===== config.mk =====
export PLATFORM = sky130hd
export DESIGN_NAME = ipv4_header_validator_core
export DESIGN_NICKNAME = d
export VERILOG_FILES = /design/src/sv/ipv4hv_pkg.sv /design/src/sv/ipv4_header_validator_core.sv /design/src/sv/ipv4hv_accum.sv
export SDC_FILE = /design/constraint.sdc
export NUM_CORES = 1
export LEC_CHECK = 0
export BUFFER_PORTS_ARGS = -buffer_cell sky130_fd_sc_hd__buf_2
export CORE_MARGIN = 1.5
export CORE_UTILIZATION = 52
export DETAILED_ROUTE_END_ITERATION = 10
export PLACE_DENSITY = 0.74
export SYNTH_ARGS = -nofsm -noshare
export SYNTH_HDL_FRONTEND = slang
export SYNTH_HIERARCHICAL = 1
export SYNTH_SLANG_ARGS = --single-unit

===== constraint.sdc =====
create_clock -name aclk -period 10 [get_ports aclk]
set_input_delay 2 -clock aclk [delete_from_list [all_inputs] [get_ports aclk]]
set_output_delay 2 -clock aclk [all_outputs]
set_load 0.05 [all_outputs]

===== src/sv/ipv4hv_pkg.sv =====
// Shared types and constants for the IPv4 header validator.
// No dependencies; imported by ipv4hv_accum and ipv4_header_validator_core.
`default_nettype none

package ipv4hv_pkg;

    localparam int unsigned BYTE_W   = 8;
    localparam int unsigned WORD_W   = 16;
    localparam int unsigned COUNT_W  = 6;
    localparam int unsigned OFFSET_W = 6;

    localparam logic [COUNT_W-1:0] HDR_MIN_LEN = COUNT_W'(20);
    localparam logic [COUNT_W-1:0] COUNT_CAP   = COUNT_W'(60);
    localparam logic [COUNT_W-1:0] STORED_HI   = COUNT_W'(10);
    localparam logic [COUNT_W-1:0] STORED_LO   = COUNT_W'(11);
    localparam logic [3:0]         IP_VERSION  = 4'd4;

    typedef enum logic [1:0] {
        STATUS_OK        = 2'd0,
        STATUS_MALFORMED = 2'd1,
        STATUS_CSUM_BAD  = 2'd2
    } status_t;

    typedef struct packed {
        logic [OFFSET_W-1:0] data_offset;
        status_t             status;
    } result_t;

    // 16-bit ones'-complement add with end-around carry
    function automatic logic [WORD_W-1:0] oc_add(input logic [WORD_W-1:0] a,
                                                 input logic [WORD_W-1:0] b);
        logic [WORD_W:0] s;
        s = {1'b0, a} + {1'b0, b};
        return s[WORD_W-1:0] + {{(WORD_W-1){1'b0}}, s[WORD_W]};
    endfunction

endpackage

`default_nettype wire


===== src/sv/ipv4_header_validator_core.sv =====
// IPv4 header validator top level: input beat register, header accumulator,
// status output register. Depends on ipv4hv_pkg and ipv4hv_accum.
//
// Takes one packet byte per beat and returns one status beat per packet.
// The status beat is registered: the tlast byte passes the input register,
// then its status is loaded into the status register and offered on m_tvalid.
// A byte is accepted every cycle, unless a last byte is held in the input
// register. Only a last byte waits on the output side: it leaves the input
// register once the status register is empty or being drained. The
// status is 0 for a good header, 1 for a malformed header or length
// (including options), 2 for a checksum mismatch; the data offset is IHL*4
// once length, version and IHL checks pass, else 0.
`default_nettype none

module ipv4_header_validator_core (
    input  wire logic       aclk,
    input  wire logic       aresetn,
    input  wire logic       s_tvalid,
    output logic            s_tready,
    input  wire logic [7:0] s_tdata,   // [7:0] data_byte
    input  wire logic       s_tlast,   // last_byte
    output logic            m_tvalid,
    input  wire logic       m_tready,
    output logic [7:0]      m_tdata    // [1:0] status, [7:2] data_offset
);
    import ipv4hv_pkg::*;

    logic              in_valid_reg;
    logic [BYTE_W-1:0] in_byte_reg;
    logic              in_last_reg;

    logic    out_free;
    logic    consume;
    result_t result;
    result_t out_reg;
    logic    out_valid_reg;

    assign out_free = !out_valid_reg || m_tready;
    assign consume  = in_valid_reg && (!in_last_reg || out_free);
    assign s_tready = !in_valid_reg || consume;

    ipv4hv_accum u_accum (
        .aclk      (aclk),
        .aresetn   (aresetn),
        .step      (consume),
        .data_byte (in_byte_reg),
        .last_byte (in_last_reg),
        .result    (result)
    );

    always_ff @(posedge aclk) begin
        if (!aresetn) begin
            in_valid_reg <= 1'b0;
        end else if (s_tready) begin
            in_valid_reg <= s_tvalid;
        end
    end

    always_ff @(posedge aclk) begin
        if (s_tready && s_tvalid) begin
            in_byte_reg <= s_tdata;
            in_last_reg <= s_tlast;
        end
    end

    always_ff @(posedge aclk) begin
        if (!aresetn) begin
            out_valid_reg <= 1'b0;
        end else if (out_free) begin
            out_valid_reg <= consume && in_last_reg;
        end
    end

    always_ff @(posedge aclk) begin
        if (out_free && consume && in_last_reg) begin
            out_reg <= result;
        end
    end

    assign m_tvalid = out_valid_reg;
    assign m_tdata  = {out_reg.data_offset, out_reg.status};

endmodule

`default_nettype wire


===== src/sv/ipv4hv_accum.sv =====
// Per-packet header state: byte count, version/IHL, stored checksum, running sum.
// Produces the status for the packet's last byte. Depends on ipv4hv_pkg.
`default_nettype none

module ipv4hv_accum (
    input  wire logic                        aclk,
    input  wire logic                        aresetn,
    input  wire logic                        step,
    input  wire logic [ipv4hv_pkg::BYTE_W-1:0] data_byte,
    input  wire logic                        last_byte,
    output ipv4hv_pkg::result_t              result
);
    import ipv4hv_pkg::*;

    logic [COUNT_W-1:0] count_reg,   count_next;
    logic [BYTE_W-1:0]  ver_ihl_reg, ver_ihl_next;
    logic [BYTE_W-1:0]  hold_reg,    hold_next;
    logic [WORD_W-1:0]  sum_reg,     sum_next;
    logic [WORD_W-1:0]  stored_reg,  stored_next;

    logic               in_hdr;
    logic               csum_byte;
    logic [BYTE_W-1:0]  sum_byte;
    logic [OFFSET_W-1:0] ihl_bytes;
    logic               hdr_ok;

    always_comb begin
        in_hdr    = count_reg < HDR_MIN_LEN;
        csum_byte = (count_reg == STORED_HI) || (count_reg == STORED_LO);
        sum_byte  = csum_byte ? '0 : data_byte;

        ver_ihl_next = ver_ihl_reg;
        stored_next  = stored_reg;
        hold_next    = hold_reg;
        sum_next     = sum_reg;
        if (in_hdr) begin
            if (count_reg == '0) begin
                ver_ihl_next = data_byte;
            end
            if (count_reg == STORED_HI) begin
                stored_next = {data_byte, 8'h00};
            end
            if (count_reg == STORED_LO) begin
                stored_next = {stored_reg[WORD_W-1:BYTE_W], data_byte};
            end
            if (!count_reg[0]) begin
                hold_next = sum_byte;
            end else begin
                sum_next = oc_add(sum_reg, {hold_reg, sum_byte});
            end
        end
        count_next = (count_reg < COUNT_CAP) ? count_reg + 1'b1 : count_reg;

        ihl_bytes = {ver_ihl_next[3:0], 2'b00};
        hdr_ok    = (count_next >= HDR_MIN_LEN)
                 && (ver_ihl_next[7:4] == IP_VERSION)
                 && (ihl_bytes >= HDR_MIN_LEN)
                 && (count_next >= ihl_bytes);

        result.status      = STATUS_MALFORMED;
        result.data_offset = '0;
        if (hdr_ok) begin
            result.data_offset = ihl_bytes;
            if (ihl_bytes > HDR_MIN_LEN) begin
                result.status = STATUS_MALFORMED;
            end else if (~sum_next != stored_next) begin
                result.status = STATUS_CSUM_BAD;
            end else begin
                result.status = STATUS_OK;
            end
        end
    end

    always_ff @(posedge aclk) begin
        if (!aresetn) begin
            count_reg   <= '0;
            ver_ihl_reg <= '0;
            hold_reg    <= '0;
            sum_reg     <= '0;
            stored_reg  <= '0;
        end else if (step) begin
            if (last_byte) begin
                // drop all per-packet state after the status is taken
                count_reg   <= '0;
                ver_ihl_reg <= '0;
                hold_reg    <= '0;
                sum_reg     <= '0;
                stored_reg  <= '0;
            end else begin
                count_reg   <= count_next;
                ver_ihl_reg <= ver_ihl_next;
                hold_reg    <= hold_next;
                sum_reg     <= sum_next;
                stored_reg  <= stored_next;
            end
        end
    end

endmodule

`default_nettype wire


Yosys cells after proc, flatten, opt, wreduce, memory -nomap -nowiden
Cells that the tools add are included.
- register bits: 73
- bits of input ports: 13
- logic and storage cells: 64
- add/sub/neg operators: 3
- magnitude comparators: 6
- equality and inequality tests: 5
- muxes and demuxes: 17
- bitwise logic cells: 2
- reduce and logical (&&, ||, !) cells: 19
- operators with widths (operator ; number):
    2-to-1 mux 16 bit ; 7
    2-to-1 mux 8 bit ; 7
    adder 16 x 16 -> 17 bit ; 1
    adder 16 x 1 -> 16 bit ; 1
    inequality test 16 bit ; 1
    inverter 16 bit ; 1
    == test 6 x 4 -> 1 bit (second input constant) ; 2
    >= comparator 6 x 5 -> 1 bit (second input constant) ; 2
    2-to-1 mux 6 bit ; 2
    logical AND 1 bit ; 8
    adder 6 x 1 -> 6 bit (second input constant) ; 1
    >= comparator 6 bit ; 1
    > comparator 6 x 5 -> 1 bit (second input constant) ; 1
    zero test 6 bit ; 1
    less-than comparator 6 x 5 -> 1 bit (second input constant) ; 1
    less-than comparator 6 bit (second input constant) ; 1
    == test 4 x 3 -> 1 bit (second input constant) ; 1
    logical OR 1 bit ; 4
    zero test 1 bit ; 3
    AND reduction 3 bit ; 1
    2-to-1 mux 2 bit ; 1
    inequality test 2 bit (second input constant) ; 1
    nonzero test 2 bit ; 1
    OR reduction 2 bit ; 1
    inverter 1 bit ; 1

Depth between registers and ports, before layout
Gate-level depths: netlist of the first run.
- word-level depth: 10
- depth in mapped cells: 29
- depth with buffers taken out: 27

Cells and area by module
The synthesis of the first run kept the hierarchy.
- modules (own cells, without submodules) (module ; instances ; cells each ; area each (um^2)):
    ipv4hv_accum ; 1 ; 588 ; 4760.8
    ipv4_header_validator_core ; 1 ; 29 ; 628.1

Least setup slack after synthesis of the first run
No wires, ideal clock.
- kind: reg2reg
- start point: reg u_accum.count_reg[1]
- end point: reg out_reg, in the netlist m_tdata[1], data pin
- setup time: 0.264 ns
- arrival time: 5.734 ns
- data required time: 9.736 ns
- path slack: 4.002 ns
- cell stages (with the launch flop): 30
- cell sequence: dfxtp_1 ha_1 buf_2 or2_1 buf_2 nand2_1 clkbuf_1 and2_1 ha_1 fa_1 maj3_1 o211a_1 a221o_1 and4_4 o21bai_1 nand2_1 nor2_1 nor2_1 o21a_1 o21ai_0 nand2b_1 ha_1 ha_1 nand3_1 nor4_4 or3_1 a211oi_1 o2111ai_1 a211oi_1 a31oi_1
- longest elaborated chain between the ends: 10
- RTL lines (element ; RTL line ; text):
    from (decl) ; ipv4hv_accum.sv:15 ; logic [COUNT_W-1:0] count_reg, count_next;
    from (signal assigned) ; ipv4hv_accum.sv:90 ; count_reg <= count_next;
    == test 6 x 4 -> 1 bit (on tied branches) ; ipv4hv_accum.sv:29, ipv4hv_accum.sv:40, ipv4hv_accum.sv:43 ;
    logical OR 1 bit ; ipv4hv_accum.sv:29 ; csum_byte = (count_reg == STORED_HI) || (count_reg == STORED_LO);
    2-to-1 mux 8 bit ; ipv4hv_accum.sv:30 ; sum_byte = csum_byte ? '0 : data_byte;
    adder 16 x 16 -> 17 bit ; ipv4hv_pkg.sv:33 ; s = {1'b0, a} + {1'b0, b};
    adder 16 x 1 -> 16 bit ; ipv4hv_pkg.sv:34 ; return s[WORD_W-1:0] + {{(WORD_W-1){1'b0}}, s[WORD_W]};
    2-to-1 mux 16 bit ; ipv4hv_accum.sv:46 ; if (!count_reg[0]) begin
    2-to-1 mux 16 bit ; ipv4hv_accum.sv:36 ; if (in_hdr) begin
    inverter 16 bit ; ipv4hv_accum.sv:66 ; end else if (~sum_next != stored_next) begin
    inequality test 16 bit ; ipv4hv_accum.sv:66 ;
    2-to-1 mux 2 bit ; ipv4hv_accum.sv:66 ;
    to (signal assigned) ; ipv4_header_validator_core.sv:76 ; out_reg <= result;
    to (decl) ; ipv4_header_validator_core.sv:35 ; result_t out_reg;
Several ways; a longest one is shown, not always the timed one.
A chain may end at the register's enable or synchronous reset.

Worst setup path in the final report of the first run
- start point: reg u_accum.count_reg[3]
- end point: reg out_reg, in the netlist m_tdata[1], data pin
The elaborated chain is that of the path after synthesis.

==> results of run 1 <==
final cells by class:
cell class | count | area share, %
multi-input combinational | 485 | 61.07
sequential | 73 | 28.44
tap | 133 | 2.901
clock buffer | 10 | 2.595
timing repair buffer | 26 | 2.443
inverter | 25 | 1.636
clock inverter | 6 | 0.9160
path summary, 6_finish.rpt:
path	from	endpoint	slack (ps)	cells past startpoint
max	u_accum/count_reg[3]	m_tdata[1]	3000	25
min	u_accum/stored_reg[6]	u_accum/stored_reg[6]	530	2
max reg2reg	u_accum/count_reg[3]	m_tdata[1]	3000	25
min reg2reg	u_accum/stored_reg[6]	u_accum/stored_reg[6]	530	2
worst max-delay path, delay by kind of cell, from the launching register on:
kind	cells	cell delay, ps
flops	1	540
compound gates	9	1940
simple gates	11	2750
fa+ha+maj	5	1510
per-layer routing:
layer	share of wire (%)	wire, um	GRT usage [%]	vias up
li1	-	-	-	2268
met1	45	6763	38.69	2298
met2	45	6771	43.60	205
met3	7.6	1138	5.365	36
met4	2.4	368	10.86	0
met5	0	0	0	-
power groups by stage:
stage	clock, mW	combinational (mW)	sequential [mW]
2_1_floorplan	0	0.0498	0.320
3_5_place_dp	0	0.0670	0.323
4_1_cts	0.242	0.0675	0.316
6_report	0.237	0.0688	0.316
3_3_place_gp	0	0.0659	0.322
5_1_grt	0.257	0.0746	0.317
layout by cell type, fill, tap and decap left out, types with 7 or more instances in the layout:
cell / n
dfxtp_1: 56
nor2b_1: 44
a22oi_1: 37
nor2_1: 36
and2_1: 32
o21ai_0: 28
inv_1: 25
nand2_1: 24
a21oi_1: 23
buf_2: 22
xnor2_1: 21
xor2_1: 21
ha_1: 21
edfxtp_1: 17
nand3_1: 15
o22ai_1: 13
nor3_1: 10
mux2i_1: 10
clkbuf_8: 9
or3_1: 7
and3_1: 7
cell families (layout without fill, tap and decap cells):
logic type / Yosys count / count (layout) / share of synthesized area (%)
buffers and inverters: 60 / 67 / 4.783
flip-flops: 73 / 73 / 30.28
AND/OR/NAND/NOR: 219 / 219 / 24.03
AO/OA/AOI/OAI: 178 / 178 / 23.50
XOR/XNOR: 48 / 48 / 9.009
other: 1 / 2 / 0.06959
adder cells (fa/ha/maj): 24 / 24 / 5.642
multiplexers: 14 / 14 / 2.693
through the flow:
step / hold WS, ps / instances / setup WS (ps)
6_report: 532.0 / 758 / 2996
5_1_grt: 557.1 / 758 / 2502
4_1_cts: 532.5 / 758 / 3151
3_5_place_dp: 512.9 / 742 / 3168
3_3_place_gp: 505.5 / 742 / 3429
2_1_floorplan: 476.3 / 618 / 4002
==> flow_summary_export.csv, run 1 <==
group,metric,value,unit
yosys,syn_area_per_cell,8.734,um^2
floorplanning,start_util,54.38,%
global_route,antenna_found_initial,0,
pwr,power.leakage,2.215,nW
yosys,synth.area.top_cells,"dfxtp_1, edfxtp_1, a22oi_1",
yosys,async_flop_share,0,%
cts,clock_sinks,73,
cts,clkSlewWorstSetupHoldPaths,90,ps
cts,cts_resized,0,
yosys,yosys_warnings,6,
floorplanning,die_area,10980,um^2
cts,clk_latency,370,ps
layout,fin_nets,655,
worst_setup_path,endpoint_kind,"flip-flop",
global_route,first_global_vias,4438,
layout,post-route-util,57.89,%
detailed_routing,route.vias.total,4807,
detailed_routing,drtIter0Drc,538,
sta,fin_crit,7004,ps
global_route,grt_pass1_wl,24100,um
flow_run,drv_cap,0,
yosys,yosysTopAreaCellShare,20.80,%
placed_design,place.gp.congestion,0.9426,
run_status,status,"finished, final reports clean",
sta,final.period_utilization,70.04,%
sta,fmax,142.8,MHz
min_path,hold_path.class,"flip-flop to flip-flop",
worst_setup_path,crit_fanout,17,
floorplanning,die_y,104.8,um
yosys,synth_top_area_cell,"dfxtp_1",
detailed_routing,route.detailed.drc,0,
pwr,p_seq_share,50.8,%
yosys,synth_edf_count,17,
floorplanning,fp.dieW,104.8,um
detailed_routing,drt-total-wl,15040,um
cts,post-cts-setup-buffers,0,
layout,multi_input_area,3503,um^2
pwr,p_sw_share,28.89,%
yosys,synthCells,617,
pwr,power.switching,179.7,uW
worst_setup_path,cp_common_cell,"ha_1",
yosys,yosysMostFrequentCell,"dfxtp_1",
pwr,power_frac_comb,11.1,%
detailed_routing,wl_per_cell,19.84,um
floorplanning,num_rows,36,
sta,slew_headroom,21.80,%
cts,htree_levels,3,
sta,rsz0062_at_grt,"no",
worst_setup_path,cpPeakStageDelay,550,ps
detailed_routing,drtPass1Iterations,5,
cts,clockRootBuffer,"clkbuf_8",
worst_setup_path,crit_slowest_cell,"nor4b_4",
yosys,synth_common_cells,"dfxtp_1, nor2b_1, a22oi_1, nor2_1, and2_1",
sta,setup_viol,0,
sta,finalHoldViolations,0,
layout,fillers,902,
worst_setup_path,cp.arrival,7130,ps
layout,register_area,1632,um^2
layout,diodes,0,
cts,cts_max_path_buffers,2,
placed_design,dp_hpwl,11180,um
sta,clock_skew,14.40,ps
sta,fin_setup_tns,0,ps
pwr,power_density,108.4,nW/um^2
floorplanning,io_pins,23,
pwr,internal_power,442.3,uW
layout,area_growth,6.455,%
pwr,ir_drop,0.0001006,V
worst_setup_path,worstPathRequired,10130,ps
pwr,p_total,622.0,uW
pwr,power_frac_clock,38.1,%
global_route,gr-total-overflow,0,
placed_design,port_buffers,22,
detailed_routing,viasPerCell,6.342,
yosys,yosysSeqAreaShare,30.28,%
sta,worstMarginPinSlew,1165,ps
yosys,yosys.cell_types.count,87,
yosys,ys_seq_elements,73,
detailed_routing,ant_nets,0,
global_route,grt_max_degree,57,
placed_design,placed_area,5535,um^2
layout,drive_gt1_share,11.84,%
sta,slew_violations,0,
yosys,synthesis.area,5389,um^2
cts,cts_made_buffers,9,
worst_setup_path,worst_setup_path_start_kind,"flip-flop",
cts,cts_tree,"done",
layout,design_area,5737,um^2
worst_setup_path,crit_type,"flip-flop to flip-flop",
floorplanning,coreArea,9910,um^2
cts,holdBufCountCts,0,
global_route,grtUsageTotal,28.16,%
yosys,synth_ff_type,"dfxtp_1",
(Power assumes the default switching activity.)
==> run 2, diff against run 1 <==
Clock period 10 ns to 6.7 ns, I/O delays scaled along.
==> run 2 against run 1 <==
- critical path type unchanged
- sequential power up 50%
- flip-flop and latch count unchanged
- largest power group unchanged
- count of clock-buffer cells in the layout up 1
- critical endpoint unchanged
- register-to-register slack got worse by 2400 ps
- cell count grew 0.13%
- clock skew down 4.6 ps
- non-clock buffer count is 1 higher
==> flow_summary_export.csv, run 2 (synthesis results as in run 1) <==
group,metric,value,unit
run_status,status,"finished, final reports clean",
cts,clock_sinks,73,
worst_setup_path,r2r-end,"m_tdata[1]",
worst_setup_path,path_buf_inv,1,
detailed_routing,viasPerCell,6.300,
floorplanning,io_pins,23,
floorplanning,coreArea,9910,um^2
sta,fin_crit,6146,ps
layout,diodes,0,
floorplanning,die_y,104.8,um
sta,worstMarginPinSlew,1224,ps
placed_design,placed_area,5543,um^2
floorplanning,fp.dieW,104.8,um
global_route,grt_pass1_wl,24470,um
layout,mostFrequentLayoutCell,"dfxtp_1",
sta,setup_viol,0,
worst_setup_path,timing.rr.start,"u_accum/count_reg[0]",
worst_setup_path,endpoint_kind,"flip-flop",
layout,drive_gt1_share,12.62,%
worst_setup_path,worst_setup_path_start_kind,"flip-flop",
global_route,grt_max_degree,57,
sta,hold_ws,531.1,ps
global_route,grt_use_met3,4.803,%
pwr,power.leakage,2.228,nW
worst_setup_path,cpPeakStageDelay,460,ps
layout,fin_cells,759,
pwr,power_density,168.6,nW/um^2
cts,cts_max_path_buffers,2,
worst_setup_path,r2r_slack,550,ps
global_route,antenna_found_initial,0,
min_path,hold_depth,2,
min_path,hold_path.class,"flip-flop to flip-flop",
worst_setup_path,worstPathRequired,6810,ps
cts,holdBufCountCts,0,
worst_setup_path,cp_common_cell,"ha_1",
detailed_routing,drt-total-wl,15210,um
global_route,first_global_vias,4616,
floorplanning,start_util,54.38,%
cts,clkSlewWorstSetupHoldPaths,90,ps
sta,final.period_utilization,91.72,%
worst_setup_path,crit_slowest_cell,"fa_1",
placed_design,port_buffers,22,
sta,fmax,162.7,MHz
detailed_routing,ant_nets,0,
worst_setup_path,crit_type,"flip-flop to flip-flop",
global_route,grtUsageMet2,44.77,%
detailed_routing,wl_per_cell,20.04,um
cts,cts_tree,"done",
layout,fin_nets,656,
min_path,min_to,"u_accum/stored_reg[6]",
sta,fin_setup_tns,0,ps
global_route,grt.busiest_layer,"met2",
flow_run,drv_cap,0,
cts,clk_latency,360,ps
global_route,grtUsageTotal,28.39,%
worst_setup_path,rr_worst_depth,27,
layout,area_growth,7.383,%
placed_design,place.gp.congestion,0.9460,
worst_setup_path,cp.arrival,6260,ps
pwr,ir_drop,0.0001552,V
layout,design_area,5787,um^2
cts,htree_levels,3,
sta,rsz0062_at_grt,"no",
min_path,holdCritStartpoint,"u_accum/stored_reg[6]",
floorplanning,die_area,10980,um^2
cts,clockRootBuffer,"clkbuf_8",
global_route,gr-total-overflow,0,
detailed_routing,route.detailed.drc,0,
worst_setup_path,critPathTopFamily,"compound AO/OA/AOI/OAI gates",
cts,cts_made_buffers,9,
sta,finalHoldViolations,0,
sta,slew_violations,0,
placed_design,dp_hpwl,11260,um
sta,clock_skew,9.790,ps
global_route,grt_use_met1,38.42,%
placed_design,dp_cells,743,
detailed_routing,drtIter0Drc,454,
detailed_routing,drtPass1Iterations,5,
layout,mostFrequentLayoutCells,"dfxtp_1, nor2b_1, a22oi_1",
sta,slew_headroom,18.07,%
floorplanning,num_rows,36,
layout,fillers,898,
detailed_routing,route.vias.total,4782,
worst_setup_path,crit_fanout,9,
[run 2: stage by stage]
stage	utilization [%]	total power, mW	setup slack [ps]
after floorplan	-	0.5517	702.0
after global placement	55.93	0.5796	513.0
after detailed placement	55.93	0.5806	326.0
after CTS	58.26	0.9845	312.5
after global routing	58.40	1.009	28.05
final	58.40	0.9754	554.5
[run 2: layout make-up]
class	count	area, um^2	area share (%)
clock buffer	11	162.7	2.811
multi-input combinational	485	3517	60.78
clock inverter	5	67.56	1.168
inverter	25	93.84	1.622
timing repair buffer	27	147.6	2.551
sequential	73	1632	28.19
tap	133	166.4	2.876
[run 2: worst reg2reg max path, delay by kind of cell, from the launching register on]
family          cells  cell delay (ps)
simple gates       11             1720
fa+ha+maj           6             1750
flops               1              370
compound gates      9             1860
buf+inv             1              190
[run 2: repair_timing]
item | CTS | global route
gates resized for setup | 0 | 4
endpoints found under the setup margin | 0 | 1
setup buffers | 0 | 0
[run 2: power breakdown]
part / internal [mW] / switching, mW
registers: 0.458 / 0.0144
logic: 0.0381 / 0.0624
clock network: 0.210 / 0.192
[run 2: how the worst max path moves through the flow]
stage	cells after the start	slack [ps]	startpoint	to
detailed placement	26	330	u_accum/count_reg[1]	m_tdata[1]
global placement	26	510	u_accum/count_reg[1]	m_tdata[1]
CTS	26	310	u_accum/count_reg[1]	m_tdata[1]
finish	27	550	u_accum/count_reg[0]	m_tdata[1]
global route	27	30	u_accum/count_reg[0]	m_tdata[1]
floorplan	29	700	u_accum/count_reg[1]	m_tdata[1]
[run 2: layer usage]
| metal | wire [um] | up-vias |
|---|---|---|
| li1 | - | 2277 |
| met2 | 6856 | 189 |
| met4 | 452 | 0 |
| met3 | 1004 | 33 |
| met5 | 0 | - |
| met1 | 6898 | 2283 |
==> run 3, diff against run 2 <==
Settings changed: CORE_MARGIN 1.5 to unset, CTS_BUF_LIST set to sky130_fd_sc_hd__clkbuf_8, PLACE_DENSITY 0.74 to unset, PLACE_DENSITY_LB_ADDON set to 0.25.
==> run 3 against run 2 <==
- die area fell by 1.9%
- global-route usage up 0.13 points
- sequential share of layout area increased by 0.17 points
- critical endpoint unchanged
- count of clock-buffer cells in the layout fell by 2
- flip-flop and latch count unchanged
- clock skew up 3.7 ps
- fmax down 0.55%
- final area shrank 0.58%
- combinational power about the same
- register-to-register slack lost 30 ps
- wire length rose by 0.41%
- via count grew 0.54%
==> flow_summary_export.csv, run 3 (synthesis results as in run 1) <==
group,metric,value,unit
worst_setup_path,worst_setup_path_start_kind,"flip-flop",
placed_design,dp_hpwl,11280,um
floorplanning,io_pins,23,
placed_design,place.gp.congestion,0.9435,
global_route,first_global_vias,4520,
global_route,grt_max_degree,57,
cts,clkSlewWorstSetupHoldPaths,80,ps
floorplanning,num_rows,36,
cts,htree_levels,3,
floorplanning,start_util,54.38,%
worst_setup_path,endpoint_kind,"flip-flop",
global_route,antenna_found_initial,0,
floorplanning,coreArea,9910,um^2
min_path,hold_path.class,"flip-flop to flip-flop",
global_route,gr-total-overflow,0,
layout,design_area,5753,um^2
pwr,power.leakage,2.208,nW
placed_design,dp_cells,744,
pwr,ir_drop,0.0001054,V
sta,slew_headroom,32.51,%
sta,clock_skew,13.53,ps
layout,fin_nets,657,
cts,clk_latency,370,ps
placed_design,placed_area,5550,um^2
layout,area_growth,6.756,%
layout,drive_gt1_share,12.92,%
sta,slew_violations,0,
worst_setup_path,rr_worst_depth,27,
detailed_routing,drt-total-wl,15270,um
worst_setup_path,crit_fanout,16,
sta,rsz0062_at_grt,"no",
run_status,status,"finished, final reports clean",
sta,setup_viol,0,
layout,mostFrequentLayoutCell,"dfxtp_1",
sta,final.setup.worst_slack,520.4,ps
global_route,grt_pass1_wl,24050,um
sta,fmax,161.8,MHz
detailed_routing,ant_nets,0,
sta,worstMarginPinSlew,1009,ps
detailed_routing,route.detailed.drc,0,
sta,fin_setup_tns,0,ps
layout,fin_cells,760,
detailed_routing,viasPerCell,6.326,
global_route,grtUsageTotal,28.52,%
sta,finalHoldViolations,0,
floorplanning,fp.dieW,103.8,um
sta,fin_crit,6180,ps
floorplanning,die_y,103.8,um
pwr,p_total,902.0,uW
detailed_routing,route.vias.total,4808,
floorplanning,die_area,10770,um^2
detailed_routing,drtIter0Drc,488,
worst_setup_path,crit_type,"flip-flop to flip-flop",
cts,cts_tree,"done",
cts,post-cts-setup-buffers,0,
layout,fillers,913,
cts,clockRootBuffer,"clkbuf_8",
cts,cts_made_buffers,9,
detailed_routing,wl_per_cell,20.10,um
worst_setup_path,worstPathRequired,6810,ps
cts,clock_sinks,73,
placed_design,port_buffers,22,
sta,final.period_utilization,92.23,%
pwr,power_density,156.8,nW/um^2
worst_setup_path,cp.arrival,6290,ps
layout,diodes,0,
detailed_routing,drtPass1Iterations,5,
cts,cts_max_path_buffers,2,
placed_design,dp_worst_setup_slack,223.2,ps
min_path,hold_depth,2,
flow_run,drv_cap,0,
layout,mostFrequentLayoutCells,"dfxtp_1, nor2b_1, a22oi_1",
-- run 3: cell types whose count changed in the layout (fill, tap and decap cells not counted), sizes merged --
| cell | previous run | this run |
|---|---|---|
| clkinvlp | 0 | 1 |
| clkinv | 2 | 4 |
| buf | 27 | 28 |
| bufinv | 1 | 0 |
| clkbuf | 11 | 9 |
-- run 3: worst max-delay path, stage by stage (launching register included) --
cell	delay [ps]
dfxtp_1	400
inv_2	140
ha_1	220
or2_4	200
nand2_1	80
buf_4	210
and2_1	200
fa_1	490
maj3_1	400
o211a_1	240
a221o_1	370
and4_4	240
o21bai_2	170
nand2_1	120
nor2_1	100
nor2_1	50
o21a_1	170
o21ai_0	150
nand2b_1	120
ha_1	230
ha_1	220
nand3_2	140
nor4_4	90
or3_1	390
a211oi_1	230
o2111ai_1	180
a211oi_1	260
a31oi_1	120
-- run 3: final timing paths --
path | from | endpoint | slack (ps)
max | u_accum/count_reg[0] | m_tdata[1] | 520
min | in_valid_reg | m_tvalid | 540
max reg2reg | u_accum/count_reg[0] | m_tdata[1] | 520
min reg2reg | in_valid_reg | m_tvalid | 540
-- run 3: power by group --
part / switching [mW] / leakage (nW) / internal [mW] / total (mW)
Combinational: 0.0629 / 1.50 / 0.0381 / 0.101
Clock: 0.190 / 0.0915 / 0.138 / 0.328
Sequential: 0.0149 / 0.613 / 0.458 / 0.473
Total: 0.267 / 2.21 / 0.635 / 0.902
-- run 3: through the flow --
step | util [%] | hold slack [ps]
6_report | 58.06 | 540.2
5_1_grt | 58.06 | 574.2
2_1_floorplan | - | 476.3
4_1_cts | 57.82 | 540.4
3_5_place_dp | 56.01 | 516.7
3_3_place_gp | 56.01 | 505.8
-- run 3: area by class of cell --
type | count | area [um^2] | share of cell area, %
inverter | 25 | 93.84 | 1.631
timing repair buffer | 28 | 155.1 | 2.697
tap | 133 | 166.4 | 2.893
clock inverter | 7 | 55.05 | 0.9569
sequential | 73 | 1632 | 28.36
multi-input combinational | 485 | 3527 | 61.31
clock buffer | 9 | 123.9 | 2.153
-- run 3: repair_timing --
action                                  4_1_cts  5_1_grt
endpoints found under the setup margin        0        1
hold buffers                                  0        0
gates resized for setup                       0        6
-- run 3: layer usage --
layer	vias to the layer above	GRT usage, %	wire length [um]
li1	2284	-	-
met1	2262	38.21	6936
met2	217	43.48	6754
met3	45	6.671	1021
met4	0	12.86	562
met5	-	0	0
